==> src/rtl/cfe_pkg.sv <==
// Shared types and constants of the chunked frame encoder.
package cfe_pkg;

   localparam int unsigned DATA_W   = 8;
   localparam int unsigned TOTAL_W  = 24;
   localparam int unsigned LEN_W    = 16;
   localparam int unsigned RUN_MAX  = 7;
   localparam int unsigned RUN_CNT_W = 3;

   localparam logic [DATA_W-1:0] FRAME_HEADER = 8'h89;
   localparam logic [DATA_W-1:0] CHECK_OFFSET = 8'h07;

   // Request codes carried in req_type.
   localparam logic REQ_START = 1'b0;
   localparam logic REQ_DATA  = 1'b1;

   // Configuration register indexes.
   localparam logic CSR_COMMAND = 1'b0;
   localparam logic CSR_TOTAL   = 1'b1;

   // One byte of the framed stream as produced by the frame builder.
   typedef struct packed {
      logic [DATA_W-1:0] out_byte;
      logic              frame_end;
      logic              overrun;
   } result_type;

   // All results caused by one request, entry 0 goes out first.
   typedef struct packed {
      result_type [RUN_MAX-1:0] entry;
      logic [RUN_CNT_W-1:0]     count;
   } run_type;

endpackage

==> src/rtl/cfe_req_if.sv <==
// Request channel of the chunked frame encoder.
interface cfe_req_if;
   logic       valid;
   logic       ready;
   logic       req_type;
   logic [7:0] data_byte;

   modport source (output valid, output req_type, output data_byte, input ready);
   modport sink (input valid, input req_type, input data_byte, output ready);
endinterface

==> src/rtl/cfe_rsp_if.sv <==
// Response channel of the chunked frame encoder.
interface cfe_rsp_if;
   logic       valid;
   logic       ready;
   logic [7:0] out_byte;
   logic       frame_end;
   logic       last_of_run;
   logic       overrun;

   modport source (output valid, output out_byte, output frame_end, output last_of_run,
                   output overrun, input ready);
   modport sink (input valid, input out_byte, input frame_end, input last_of_run,
                 input overrun, output ready);
endinterface

==> src/rtl/chunked_frame_encoder.sv <==
// Top level of the chunked frame encoder: configuration registers and channel handshakes.
//
// The encoder cuts a transfer of total_length payload bytes into frames of at most
// MAX_CHUNK payload bytes. Each frame is sent as header 0x89, command_code, the
// little-endian 16-bit length (chunk bytes plus one), a continue byte, the chunk bytes
// and a checksum that is the XOR of all earlier frame bytes plus 7. A request with
// req_type 0 starts a transfer and yields the first header (a whole six-byte frame when
// total_length is zero); a request with req_type 1 carries one payload byte, which is
// passed through and, at the end of a chunk, followed by the checksum and the next
// header. A byte that arrives with no frame open is dropped and answered with a single
// response flagged overrun. One request produces one to seven responses, one per clock
// unless the receiver stalls; last_of_run marks the final one. The frame builder settles
// all responses of a request in the cycle it is accepted and parks them in a run buffer;
// the next request is taken in the same cycle that the last buffered response moves to
// the output register, so payload bytes flow at one per clock unless the receiver stalls.
// A response waiting in the output register does not block the next request as long as
// the run buffer is empty. Both configuration registers are read live and should be
// written only while the encoder is idle.
module chunked_frame_encoder #(
   parameter int unsigned MAX_CHUNK = 2047
) (
   input  logic                        clock,
   input  logic                        reset,
   cfe_req_if.sink                     req_ch,
   cfe_rsp_if.source                   rsp_ch,
   input  logic                        csr_wr_en,
   input  logic                        csr_index,
   input  logic [cfe_pkg::TOTAL_W-1:0] csr_wr_data
);

   logic [cfe_pkg::DATA_W-1:0]  command_code_ff;
   logic [cfe_pkg::TOTAL_W-1:0] total_length_ff;

   logic                accept;
   logic                load_ready;
   cfe_pkg::run_type    run;
   cfe_pkg::result_type out_result;
   logic                out_last;
   logic                out_valid;

   // Configuration writes take effect at the clock edge where the enable is high.
   always_ff @(posedge clock) begin
      if (reset) begin
         command_code_ff <= '0;
         total_length_ff <= '0;
      end else if (csr_wr_en) begin
         unique case (csr_index)
            cfe_pkg::CSR_COMMAND: command_code_ff <= csr_wr_data[cfe_pkg::DATA_W-1:0];
            cfe_pkg::CSR_TOTAL:   total_length_ff <= csr_wr_data;
            default: ;
         endcase
      end
   end

   // A request transfer happens whenever the run buffer can take a new run.
   assign req_ch.ready = load_ready;
   assign accept       = req_ch.valid && load_ready;

   cfe_frame_builder #(
      .MAX_CHUNK(MAX_CHUNK)
   ) u_builder (
      .clock        (clock),
      .reset        (reset),
      .accept       (accept),
      .req_type     (req_ch.req_type),
      .data_byte    (req_ch.data_byte),
      .command_code (command_code_ff),
      .total_length (total_length_ff),
      .run          (run)
   );

   cfe_serializer u_serializer (
      .clock      (clock),
      .reset      (reset),
      .load       (accept),
      .run        (run),
      .load_ready (load_ready),
      .out_ready  (rsp_ch.ready),
      .out_valid  (out_valid),
      .out_result (out_result),
      .out_last   (out_last)
   );

   // The response channel is driven straight from the output register.
   assign rsp_ch.valid       = out_valid;
   assign rsp_ch.out_byte    = out_result.out_byte;
   assign rsp_ch.frame_end   = out_result.frame_end;
   assign rsp_ch.overrun     = out_result.overrun;
   assign rsp_ch.last_of_run = out_last;

endmodule

==> src/rtl/cfe_frame_builder.sv <==
// Frame state and the run of output bytes that one request produces.
module cfe_frame_builder #(
   parameter int unsigned MAX_CHUNK = 2047
) (
   input  logic                            clock,
   input  logic                            reset,
   input  logic                            accept,
   input  logic                            req_type,
   input  logic [cfe_pkg::DATA_W-1:0]      data_byte,
   input  logic [cfe_pkg::DATA_W-1:0]      command_code,
   input  logic [cfe_pkg::TOTAL_W-1:0]     total_length,
   output cfe_pkg::run_type                run
);

   localparam int unsigned CHUNK_W = $clog2(MAX_CHUNK + 1);
   localparam logic [cfe_pkg::TOTAL_W-1:0] MaxChunkTotal = cfe_pkg::TOTAL_W'(MAX_CHUNK);
   localparam logic [CHUNK_W-1:0]          MaxChunkCnt   = CHUNK_W'(MAX_CHUNK);

   logic [cfe_pkg::TOTAL_W-1:0] bytes_sent_ff, bytes_sent_in;
   logic [CHUNK_W-1:0]          chunk_rem_ff, chunk_rem_in;
   logic [cfe_pkg::DATA_W-1:0]  run_xor_ff, run_xor_in;
   logic                        more_ff, more_in;

   logic [cfe_pkg::TOTAL_W-1:0] bytes_inc;
   logic [cfe_pkg::TOTAL_W-1:0] base;
   logic [cfe_pkg::TOTAL_W:0]   diff;
   logic [cfe_pkg::TOTAL_W-1:0] rem;
   logic                        cont;
   logic [CHUNK_W-1:0]          chunk;
   logic [cfe_pkg::LEN_W-1:0]   len;
   logic [cfe_pkg::DATA_W-1:0]  hdr_xor;
   logic [cfe_pkg::DATA_W-1:0]  byte_xor;
   logic [CHUNK_W-1:0]          rem_dec;
   cfe_pkg::result_type [4:0]   hdr;

   // Frame opening logic, shared by a start and by a chunk that closes.
   always_comb begin
      bytes_inc = bytes_sent_ff + cfe_pkg::TOTAL_W'(1);
      base      = (req_type == cfe_pkg::REQ_DATA) ? bytes_inc : '0;
      diff      = {1'b0, total_length} - {1'b0, base};
      rem       = diff[cfe_pkg::TOTAL_W] ? '0 : diff[cfe_pkg::TOTAL_W-1:0];
      cont      = rem > MaxChunkTotal;
      chunk     = cont ? MaxChunkCnt : rem[CHUNK_W-1:0];
      len       = cfe_pkg::LEN_W'(chunk) + cfe_pkg::LEN_W'(1);
      hdr_xor   = cfe_pkg::FRAME_HEADER ^ command_code ^ len[7:0] ^ len[15:8]
                  ^ {7'b0, cont};
      hdr[0]    = '{out_byte: cfe_pkg::FRAME_HEADER, frame_end: 1'b0, overrun: 1'b0};
      hdr[1]    = '{out_byte: command_code, frame_end: 1'b0, overrun: 1'b0};
      hdr[2]    = '{out_byte: len[7:0], frame_end: 1'b0, overrun: 1'b0};
      hdr[3]    = '{out_byte: len[15:8], frame_end: 1'b0, overrun: 1'b0};
      hdr[4]    = '{out_byte: {7'b0, cont}, frame_end: 1'b0, overrun: 1'b0};
      byte_xor  = run_xor_ff ^ data_byte;
      rem_dec   = chunk_rem_ff - CHUNK_W'(1);
   end

   always_comb begin
      run           = '0;
      bytes_sent_in = bytes_sent_ff;
      chunk_rem_in  = chunk_rem_ff;
      run_xor_in    = run_xor_ff;
      more_in       = more_ff;
      if (req_type == cfe_pkg::REQ_START) begin
         for (int i = 0; i < 5; i++) begin
            run.entry[i] = hdr[i];
         end
         bytes_sent_in = '0;
         chunk_rem_in  = chunk;
         run_xor_in    = hdr_xor;
         more_in       = cont;
         if (chunk == '0) begin
            run.entry[5] = '{out_byte: hdr_xor + cfe_pkg::CHECK_OFFSET,
                             frame_end: 1'b1, overrun: 1'b0};
            run.count    = cfe_pkg::RUN_CNT_W'(6);
         end else begin
            run.count    = cfe_pkg::RUN_CNT_W'(5);
         end
      end else if (chunk_rem_ff == '0) begin
         // No frame is open: the byte is dropped and flagged.
         run.entry[0] = '{out_byte: '0, frame_end: 1'b0, overrun: 1'b1};
         run.count    = cfe_pkg::RUN_CNT_W'(1);
      end else begin
         run.entry[0]  = '{out_byte: data_byte, frame_end: 1'b0, overrun: 1'b0};
         bytes_sent_in = bytes_inc;
         run_xor_in    = byte_xor;
         chunk_rem_in  = rem_dec;
         run.count     = cfe_pkg::RUN_CNT_W'(1);
         if (rem_dec == '0) begin
            run.entry[1] = '{out_byte: byte_xor + cfe_pkg::CHECK_OFFSET,
                             frame_end: 1'b1, overrun: 1'b0};
            if (more_ff && rem != '0) begin
               for (int i = 0; i < 5; i++) begin
                  run.entry[i+2] = hdr[i];
               end
               run.count    = cfe_pkg::RUN_CNT_W'(7);
               chunk_rem_in = chunk;
               run_xor_in   = hdr_xor;
               more_in      = cont;
            end else begin
               run.count = cfe_pkg::RUN_CNT_W'(2);
               more_in   = 1'b0;
            end
         end
      end
   end

   always_ff @(posedge clock) begin
      if (reset) begin
         bytes_sent_ff <= '0;
         chunk_rem_ff  <= '0;
         run_xor_ff    <= '0;
         more_ff       <= 1'b0;
      end else if (accept) begin
         bytes_sent_ff <= bytes_sent_in;
         chunk_rem_ff  <= chunk_rem_in;
         run_xor_ff    <= run_xor_in;
         more_ff       <= more_in;
      end
   end

endmodule

==> src/rtl/cfe_serializer.sv <==
// Run buffer that hands out one framed byte per transfer through an output register.
module cfe_serializer (
   input  logic                clock,
   input  logic                reset,
   input  logic                load,
   input  cfe_pkg::run_type    run,
   output logic                load_ready,
   input  logic                out_ready,
   output logic                out_valid,
   output cfe_pkg::result_type out_result,
   output logic                out_last
);

   cfe_pkg::result_type [cfe_pkg::RUN_MAX-1:0] entry_ff, entry_in;
   logic [cfe_pkg::RUN_CNT_W-1:0]              count_ff, count_in;
   logic                                       out_valid_ff, out_valid_in;
   cfe_pkg::result_type                        out_ff, out_in;
   logic                                       last_ff, last_in;
   logic                                       pop;

   always_comb begin
      pop          = (count_ff != '0) && (!out_valid_ff || out_ready);
      load_ready   = (count_ff == '0) || (pop && count_ff == cfe_pkg::RUN_CNT_W'(1));
      entry_in     = entry_ff;
      count_in     = count_ff;
      out_in       = out_ff;
      last_in      = last_ff;
      out_valid_in = out_valid_ff && !out_ready;
      if (pop) begin
         out_in       = entry_ff[0];
         last_in      = (count_ff == cfe_pkg::RUN_CNT_W'(1));
         out_valid_in = 1'b1;
         for (int i = 0; i < cfe_pkg::RUN_MAX - 1; i++) begin
            entry_in[i] = entry_ff[i+1];
         end
         entry_in[cfe_pkg::RUN_MAX-1] = '0;
         count_in = count_ff - cfe_pkg::RUN_CNT_W'(1);
      end
      if (load) begin
         entry_in = run.entry;
         count_in = run.count;
      end
   end

   always_ff @(posedge clock) begin
      if (reset) begin
         count_ff     <= '0;
         out_valid_ff <= 1'b0;
      end else begin
         count_ff     <= count_in;
         out_valid_ff <= out_valid_in;
      end
   end

   always_ff @(posedge clock) begin
      entry_ff <= entry_in;
      out_ff   <= out_in;
      last_ff  <= last_in;
   end

   assign out_valid  = out_valid_ff;
   assign out_result = out_ff;
   assign out_last   = last_ff;

endmodule

==> src/flat_wrapper.sv <==
// flat-port wrapper written by rule: the top's interface ports become plain ports
module chunked_frame_encoder_flat 
#(
   parameter int unsigned MAX_CHUNK = 2047
)
  (clock, reset, csr_wr_en, csr_index, csr_wr_data, req_ch_valid, req_ch_req_type, req_ch_data_byte, req_ch_ready, rsp_ch_valid, rsp_ch_out_byte, rsp_ch_frame_end, rsp_ch_last_of_run, rsp_ch_overrun, rsp_ch_ready);
  cfe_req_if req_ch_i ();
  cfe_rsp_if rsp_ch_i ();
  input  logic clock;
  input  logic reset;
  input  logic csr_wr_en;
  input  logic csr_index;
  input  logic [cfe_pkg::TOTAL_W-1:0] csr_wr_data;
  input wire logic [$bits(req_ch_i.valid)-1:0] req_ch_valid;
  input wire logic [$bits(req_ch_i.req_type)-1:0] req_ch_req_type;
  input wire logic [$bits(req_ch_i.data_byte)-1:0] req_ch_data_byte;
  output wire logic [$bits(req_ch_i.ready)-1:0] req_ch_ready;
  output wire logic [$bits(rsp_ch_i.valid)-1:0] rsp_ch_valid;
  output wire logic [$bits(rsp_ch_i.out_byte)-1:0] rsp_ch_out_byte;
  output wire logic [$bits(rsp_ch_i.frame_end)-1:0] rsp_ch_frame_end;
  output wire logic [$bits(rsp_ch_i.last_of_run)-1:0] rsp_ch_last_of_run;
  output wire logic [$bits(rsp_ch_i.overrun)-1:0] rsp_ch_overrun;
  input wire logic [$bits(rsp_ch_i.ready)-1:0] rsp_ch_ready;
  assign req_ch_i.valid = req_ch_valid;
  assign req_ch_i.req_type = req_ch_req_type;
  assign req_ch_i.data_byte = req_ch_data_byte;
  assign req_ch_ready = req_ch_i.ready;
  assign rsp_ch_valid = rsp_ch_i.valid;
  assign rsp_ch_out_byte = rsp_ch_i.out_byte;
  assign rsp_ch_frame_end = rsp_ch_i.frame_end;
  assign rsp_ch_last_of_run = rsp_ch_i.last_of_run;
  assign rsp_ch_overrun = rsp_ch_i.overrun;
  assign rsp_ch_i.ready = rsp_ch_ready;
  chunked_frame_encoder #(.MAX_CHUNK(MAX_CHUNK)) u_core (.clock(clock), .reset(reset), .req_ch(req_ch_i), .rsp_ch(rsp_ch_i), .csr_wr_en(csr_wr_en), .csr_index(csr_index), .csr_wr_data(csr_wr_data));
endmodule
==> config.mk <==
export PLATFORM = sky130hd
export DESIGN_NAME = chunked_frame_encoder_flat
export DESIGN_NICKNAME = d
export VERILOG_FILES = /design/src/rtl/cfe_pkg.sv /design/src/rtl/cfe_req_if.sv /design/src/rtl/cfe_rsp_if.sv /design/src/rtl/chunked_frame_encoder.sv /design/src/rtl/cfe_frame_builder.sv /design/src/rtl/cfe_serializer.sv /design/src/flat_wrapper.sv
export SDC_FILE = /design/constraint.sdc
export NUM_CORES = 1
export LEC_CHECK = 0
export BUFFER_PORTS_ARGS = -buffer_cell sky130_fd_sc_hd__buf_2
export CAP_MARGIN = 25
export CORE_MARGIN = 2
export CORE_UTILIZATION = 50
export CTS_BUF_LIST = sky130_fd_sc_hd__clkbuf_2 sky130_fd_sc_hd__clkbuf_4 sky130_fd_sc_hd__clkbuf_8
export DETAILED_ROUTE_END_ITERATION = 16
export PLACE_DENSITY = 0.67
export SLEW_MARGIN = 10
export SYNTH_ARGS = -nofsm -noshare
export SYNTH_HDL_FRONTEND = slang
export SYNTH_HIERARCHICAL = 1
export SYNTH_SLANG_ARGS = --single-unit
==> constraint.sdc <==
create_clock -name clock -period 8.35 [get_ports clock]
set_input_delay 0.835 -clock clock [delete_from_list [all_inputs] [get_ports clock]]
set_output_delay 0.835 -clock clock [all_outputs]
set_load 0.01 [all_outputs]
==> flow_metrics.py <==
metrics = {
    "clock_network": {
        "cts_root_cell": "clkbuf_8",
        "clock_h_tree_levels": 4,
        "clk_latency_ns": 0.47,
        "clock_path_buffers": 2,
        "clkTransAtPathRegs_ns": 0.11,
        "cts_num_sinks": 161,
        "cts_setup_buffers": 0,
        "cts_hold_buf": 0,
        "cts-buffers-inserted": 17,
        "post_cts_resized": 0,
        "cts_tree": "built",
    },
    "pwr": {
        "vdd.ir_drop.worst_mv": 0.159,
        "power_frac_comb_pct": 42.7,
        "seq_power_share_pct": 39.5,
        "internal_power_w": 0.00204,
        "power_leakage_nw": 4.40,
        "report.power.total_w": 0.00338,
        "power_per_cell_area_mw_per_mm2": 299,
        "swShare_pct": 39.6,
        "clock_power_share_pct": 17.8,
        "power_switching_w": 0.00134,
    },
    "yosys": {
        "synth.distinct_cells": 82,
        "yosysWarningCount": 6,
        "dominant_combinational_cell_family_by_area_after_synthesis": "simple AND/OR/NAND/NOR gates",
        "synthAdderAreaFrac_pct": 4.93,
        "muxShareOfSynthArea_pct": 8.59,
        "netlist_area_mm2": 0.0106,
        "yosys_register_bits": 161,
        "number_of_synthesized_flops_with_an_enable_pin": 81,
        "synth_compound_gate_area_share_pct": 16.9,
        "async_flop_share_pct": 0,
        "post_synth_inst_count": 1148,
        "yosysSeqAreaShare_pct": 38.2,
        "synth_simple_gate_area_share_pct": 20.0,
        "synthesized_area_per_cell_um2": 9.20,
        "synthFlopType": "edfxtp_1",
        "synth_xor_area_share_pct": 6.30,
    },
    "placed_design": {
        "place.port_buffers": 51,
        "post-place-cells": 1419,
        "gp_routability_congestion": 0.933,
        "pre_cts_ws_ns": 1.01,
        "place.detailed.hpwl_um": 17100,
    },
    "hold_path": {
        "hp-start": "u_core/u_serializer/entry_ff[4]",
        "worst_hold_path.num_cells": 0,
        "hold-path-endpoint": "u_core/u_serializer/out_result[4]",
        "hold_class": "flop to flop",
    },
    "setup_path": {
        "critical-path-slowest-cell": "nor4_1",
        "critPathMaxStageDelay_ns": 0.47,
        "worst-path-max-fanout": 26,
        "setup.worst_path.class": "flop to flop",
        "critPathLaunchType": "flop",
        "required_time_of_the_worst_setup_path_ns": 8.56,
        "critical_path_arrival_ns": 7.57,
        "crit-reg2reg-capture": "u_core/u_serializer/entry_ff[58]",
        "worstRegToRegCells": 30,
        "worst_setup_path_end_kind": "flop",
        "reg2reg_slack_ns": 0.99,
        "reg2reg_from": "u_core/u_builder/bytes_sent_ff[7]",
    },
    "sta": {
        "slew-limit-headroom_pct": 33.3,
        "setup_repair_after_global_routing_missed_its_margin": "no",
        "worst_pin_slew_ns": 1.00,
        "peak_clock_frequency_supported_by_timing_mhz": 136,
        "report.final.setup_viol": 0,
        "totalNegativeSetupSlack_ns": 0,
        "timing_max_transition_violations_final": 0,
        "final_critical_path_setup_slack_ns": 0.990,
        "hold_viol_final": 0,
        "final.min_clock_period_ns": 7.36,
        "timing.final.crit_share_pct": 88.1,
        "timing.clock.skew_ns": 0.0155,
    },
    "die": {
        "floorplan.rows": 53,
        "floorplan.initialDensity_pct": 50.6,
        "top_level_ports": 52,
        "die_footprint_mm2": 0.0223,
        "die_w_um": 149,
        "die_height_um": 149,
        "fp.coreArea_mm2": 0.0209,
    },
    "drt": {
        "drt_pre_antenna_iters": 5,
        "via_count": 8302,
        "post-route-drc-count": 0,
        "drt-initial-drc-count": 642,
        "wl_per_cell_um": 16.7,
        "vias_per_cell": 5.71,
        "finalWirelength_um": 24200,
        "drtAntennaViolNets": 0,
    },
    "global_routing": {
        "grt_first_pass_wirelength_um": 39100,
        "antenna_found_initial": 0,
        "globalRouteTotalUtil_pct": 22.0,
        "pin_count_of_the_biggest_net_entering_global_routing": 91,
        "via_count_of_the_first_global_routing_pass": 7632,
        "global_route.overflow_total": 0,
    },
    "cells_and_area": {
        "areaGrowthSynthToFinish_pct": 6.92,
        "fillers": 1916,
        "nets": 1245,
        "antenna-diode-count": 0,
        "post_route_cells_drive_above_1_share_pct": 16.6,
        "instances_no_fill": 1453,
    },
    "status": {
        "status": "completed",
    },
    "run": {
        "drv_cap": 0,
    },
}
## Yosys cell counts (4+ instances only)
| cell | number | area, um2 |
|---|---|---|
| buf_2 | 12 | 60.1 |
| buf_4 | 21 | 158 |
| a21oi_1 | 83 | 415 |
| nor2b_1 | 4 | 25.0 |
| or4_1 | 4 | 30.0 |
| dfxtp_1 | 80 | 1600 |
| edfxtp_1 | 81 | 2430 |
| nand2_1 | 101 | 379 |
| xor2_1 | 28 | 245 |
| nand4_1 | 11 | 68.8 |
| ha_1 | 40 | 500 |
| nor3_1 | 21 | 105 |
| o21ai_0 | 58 | 290 |
| o21a_1 | 8 | 60.1 |
| inv_1 | 23 | 86.3 |
| and3_1 | 14 | 87.6 |
| o211ai_1 | 10 | 75.1 |
| buf_1 | 4 | 15.0 |
| and2_1 | 21 | 131 |
| xnor2_1 | 41 | 359 |
| and4_1 | 5 | 43.8 |
| a211oi_1 | 7 | 52.6 |
| or3_1 | 9 | 56.3 |
| nand2b_1 | 30 | 188 |
| nor2_1 | 113 | 424 |
| a21bo_1 | 15 | 150 |
| clkbuf_1 | 35 | 131 |
| or2_2 | 4 | 25.0 |
| mux2i_1 | 22 | 220 |
| o22ai_1 | 7 | 43.8 |
| a31oi_1 | 11 | 68.8 |
| nor4_1 | 8 | 50.1 |
| a21o_1 | 12 | 90.1 |
| buf_6 | 7 | 78.8 |
| a21oi_2 | 14 | 123 |
| nand3_1 | 44 | 220 |
| mux2_2 | 61 | 687 |
| nor3b_1 | 12 | 90.1 |
## cells by family (layout without fill, tap and decap cells)
| family | after synthesis | count (layout) |
|---|---|---|
| buf+inv | 103 | 116 |
| flops | 161 | 161 |
| xor+xnor | 72 | 72 |
| compound gates | 270 | 270 |
| fa+ha+maj | 41 | 41 |
| other cells | 1 | 18 |
| simple gates | 417 | 417 |
| mux | 83 | 83 |
## cell type report
| cell class | count | area [um2] | share of cell area, % |
|---|---|---|---|
| inverter | 23 | 86.3 | 0.765 |
| clock inverter | 15 | 194 | 1.72 |
| tap | 275 | 344 | 3.05 |
| multi-input combinational | 901 | 6070 | 53.8 |
| timing repair buffer | 61 | 328 | 2.90 |
| sequential | 161 | 4030 | 35.7 |
| clock buffer | 17 | 234 | 2.07 |
## worst max-delay path by stage
| stage | start | endpoint | slack (ns) | cells after the start |
|---|---|---|---|---|
| 6_report | u_core/u_builder/bytes_sent_ff[7] | u_core/u_serializer/entry_ff[58] | 0.99 | 30 |
| 5_1_grt | u_core/u_builder/bytes_sent_ff[7] | u_core/u_serializer/entry_ff[56] | 0.23 | 31 |
| 3_5_place_dp | req_ch_req_type | u_core/u_serializer/entry_ff[56] | 1.01 | 26 |
| 2_1_floorplan | req_ch_req_type | u_core/u_serializer/entry_ff[56] | 1.50 | 28 |
| 3_3_place_gp | req_ch_req_type | u_core/u_serializer/entry_ff[58] | 1.25 | 26 |
| 4_1_cts | u_core/u_builder/bytes_sent_ff[7] | u_core/u_serializer/entry_ff[58] | 1.05 | 30 |
## layout by cell type, fill, tap and decap left out, types with 9 or more instances in the layout
master    count
a31oi_1      11
xor2_1       28
clkbuf_8     17
buf_2        51
mux2i_1      22
dfxtp_1      80
and2_1       20
a21oi_1      83
buf_4         9
a21oi_2      14
a21bo_1      15
and3_1       14
o21ai_0      57
nand3_1      44
conb_1       18
or3_1         9
nor3_1       21
a21o_1       12
nor2_1      113
nand4_1      11
xnor2_1      41
mux2_2       61
nor3b_1      12
ha_1         40
nand2_1     100
edfxtp_1     81
o211ai_1     10
inv_1        23
nand2b_1     30
## critical path, delay by kind of cell (launching register included)
family	cells	cell delay [ns]
simple gates	13	2.54
compound gates	7	1.52
fa+ha+maj	3	0.97
xor+xnor	3	0.90
mux	3	0.58
flops	1	0.41
buf+inv	1	0.17
## routing by layer
metal / part of all wire (%) / vias up / GRT usage [%] / wire [um]
met3: 5.8 / 17 / 3.15 / 1400
met5: 0 / - / 0 / 0
met2: 44 / 262 / 33.8 / 10600
li1: - / 4135 / - / -
met1: 50 / 3888 / 32.5 / 12000
met4: 1.0 / 0 / 5.71 / 251
## state kept, by name, indices dropped and copies added (netlist names)
| name | count |
|---|---|
| u_core/u_serializer/out_valid | 1 |
| u_core/total_length_ff | 24 |
| u_core/u_builder/more_ff | 1 |
| u_core/u_serializer/out_result | 10 |
| u_core/u_builder/bytes_sent_ff | 24 |
| u_core/u_serializer/entry_ff | 70 |
| u_core/u_builder/run_xor_ff | 8 |
| u_core/u_serializer/out_last | 1 |
| u_core/command_code_ff | 8 |
| u_core/u_builder/chunk_rem_ff | 11 |
| u_core/u_serializer/count_ff | 3 |
## power by group through the flow
stage          sequential [W]  combinational [W]  clock, W
2_1_floorplan         0.00138            0.00108         0
3_3_place_gp          0.00134            0.00140         0
3_5_place_dp          0.00135            0.00141         0
4_1_cts               0.00134            0.00142  0.000620
5_1_grt               0.00136            0.00158  0.000644
6_report              0.00133            0.00144  0.000603
## metrics by stage
stage / hold WS, ns / utilization (%) / area, um2
finish: 0.422 / 54.1 / 11300
global route: 0.447 / 54.1 / 11300
CTS: 0.428 / 54.0 / 11300
detailed placement: 0.406 / 51.9 / 10900
global placement: 0.401 / 51.9 / 10900
floorplan: 0.400 / - / 10600
No activity file was read; power rests on OpenSTA's default activity.
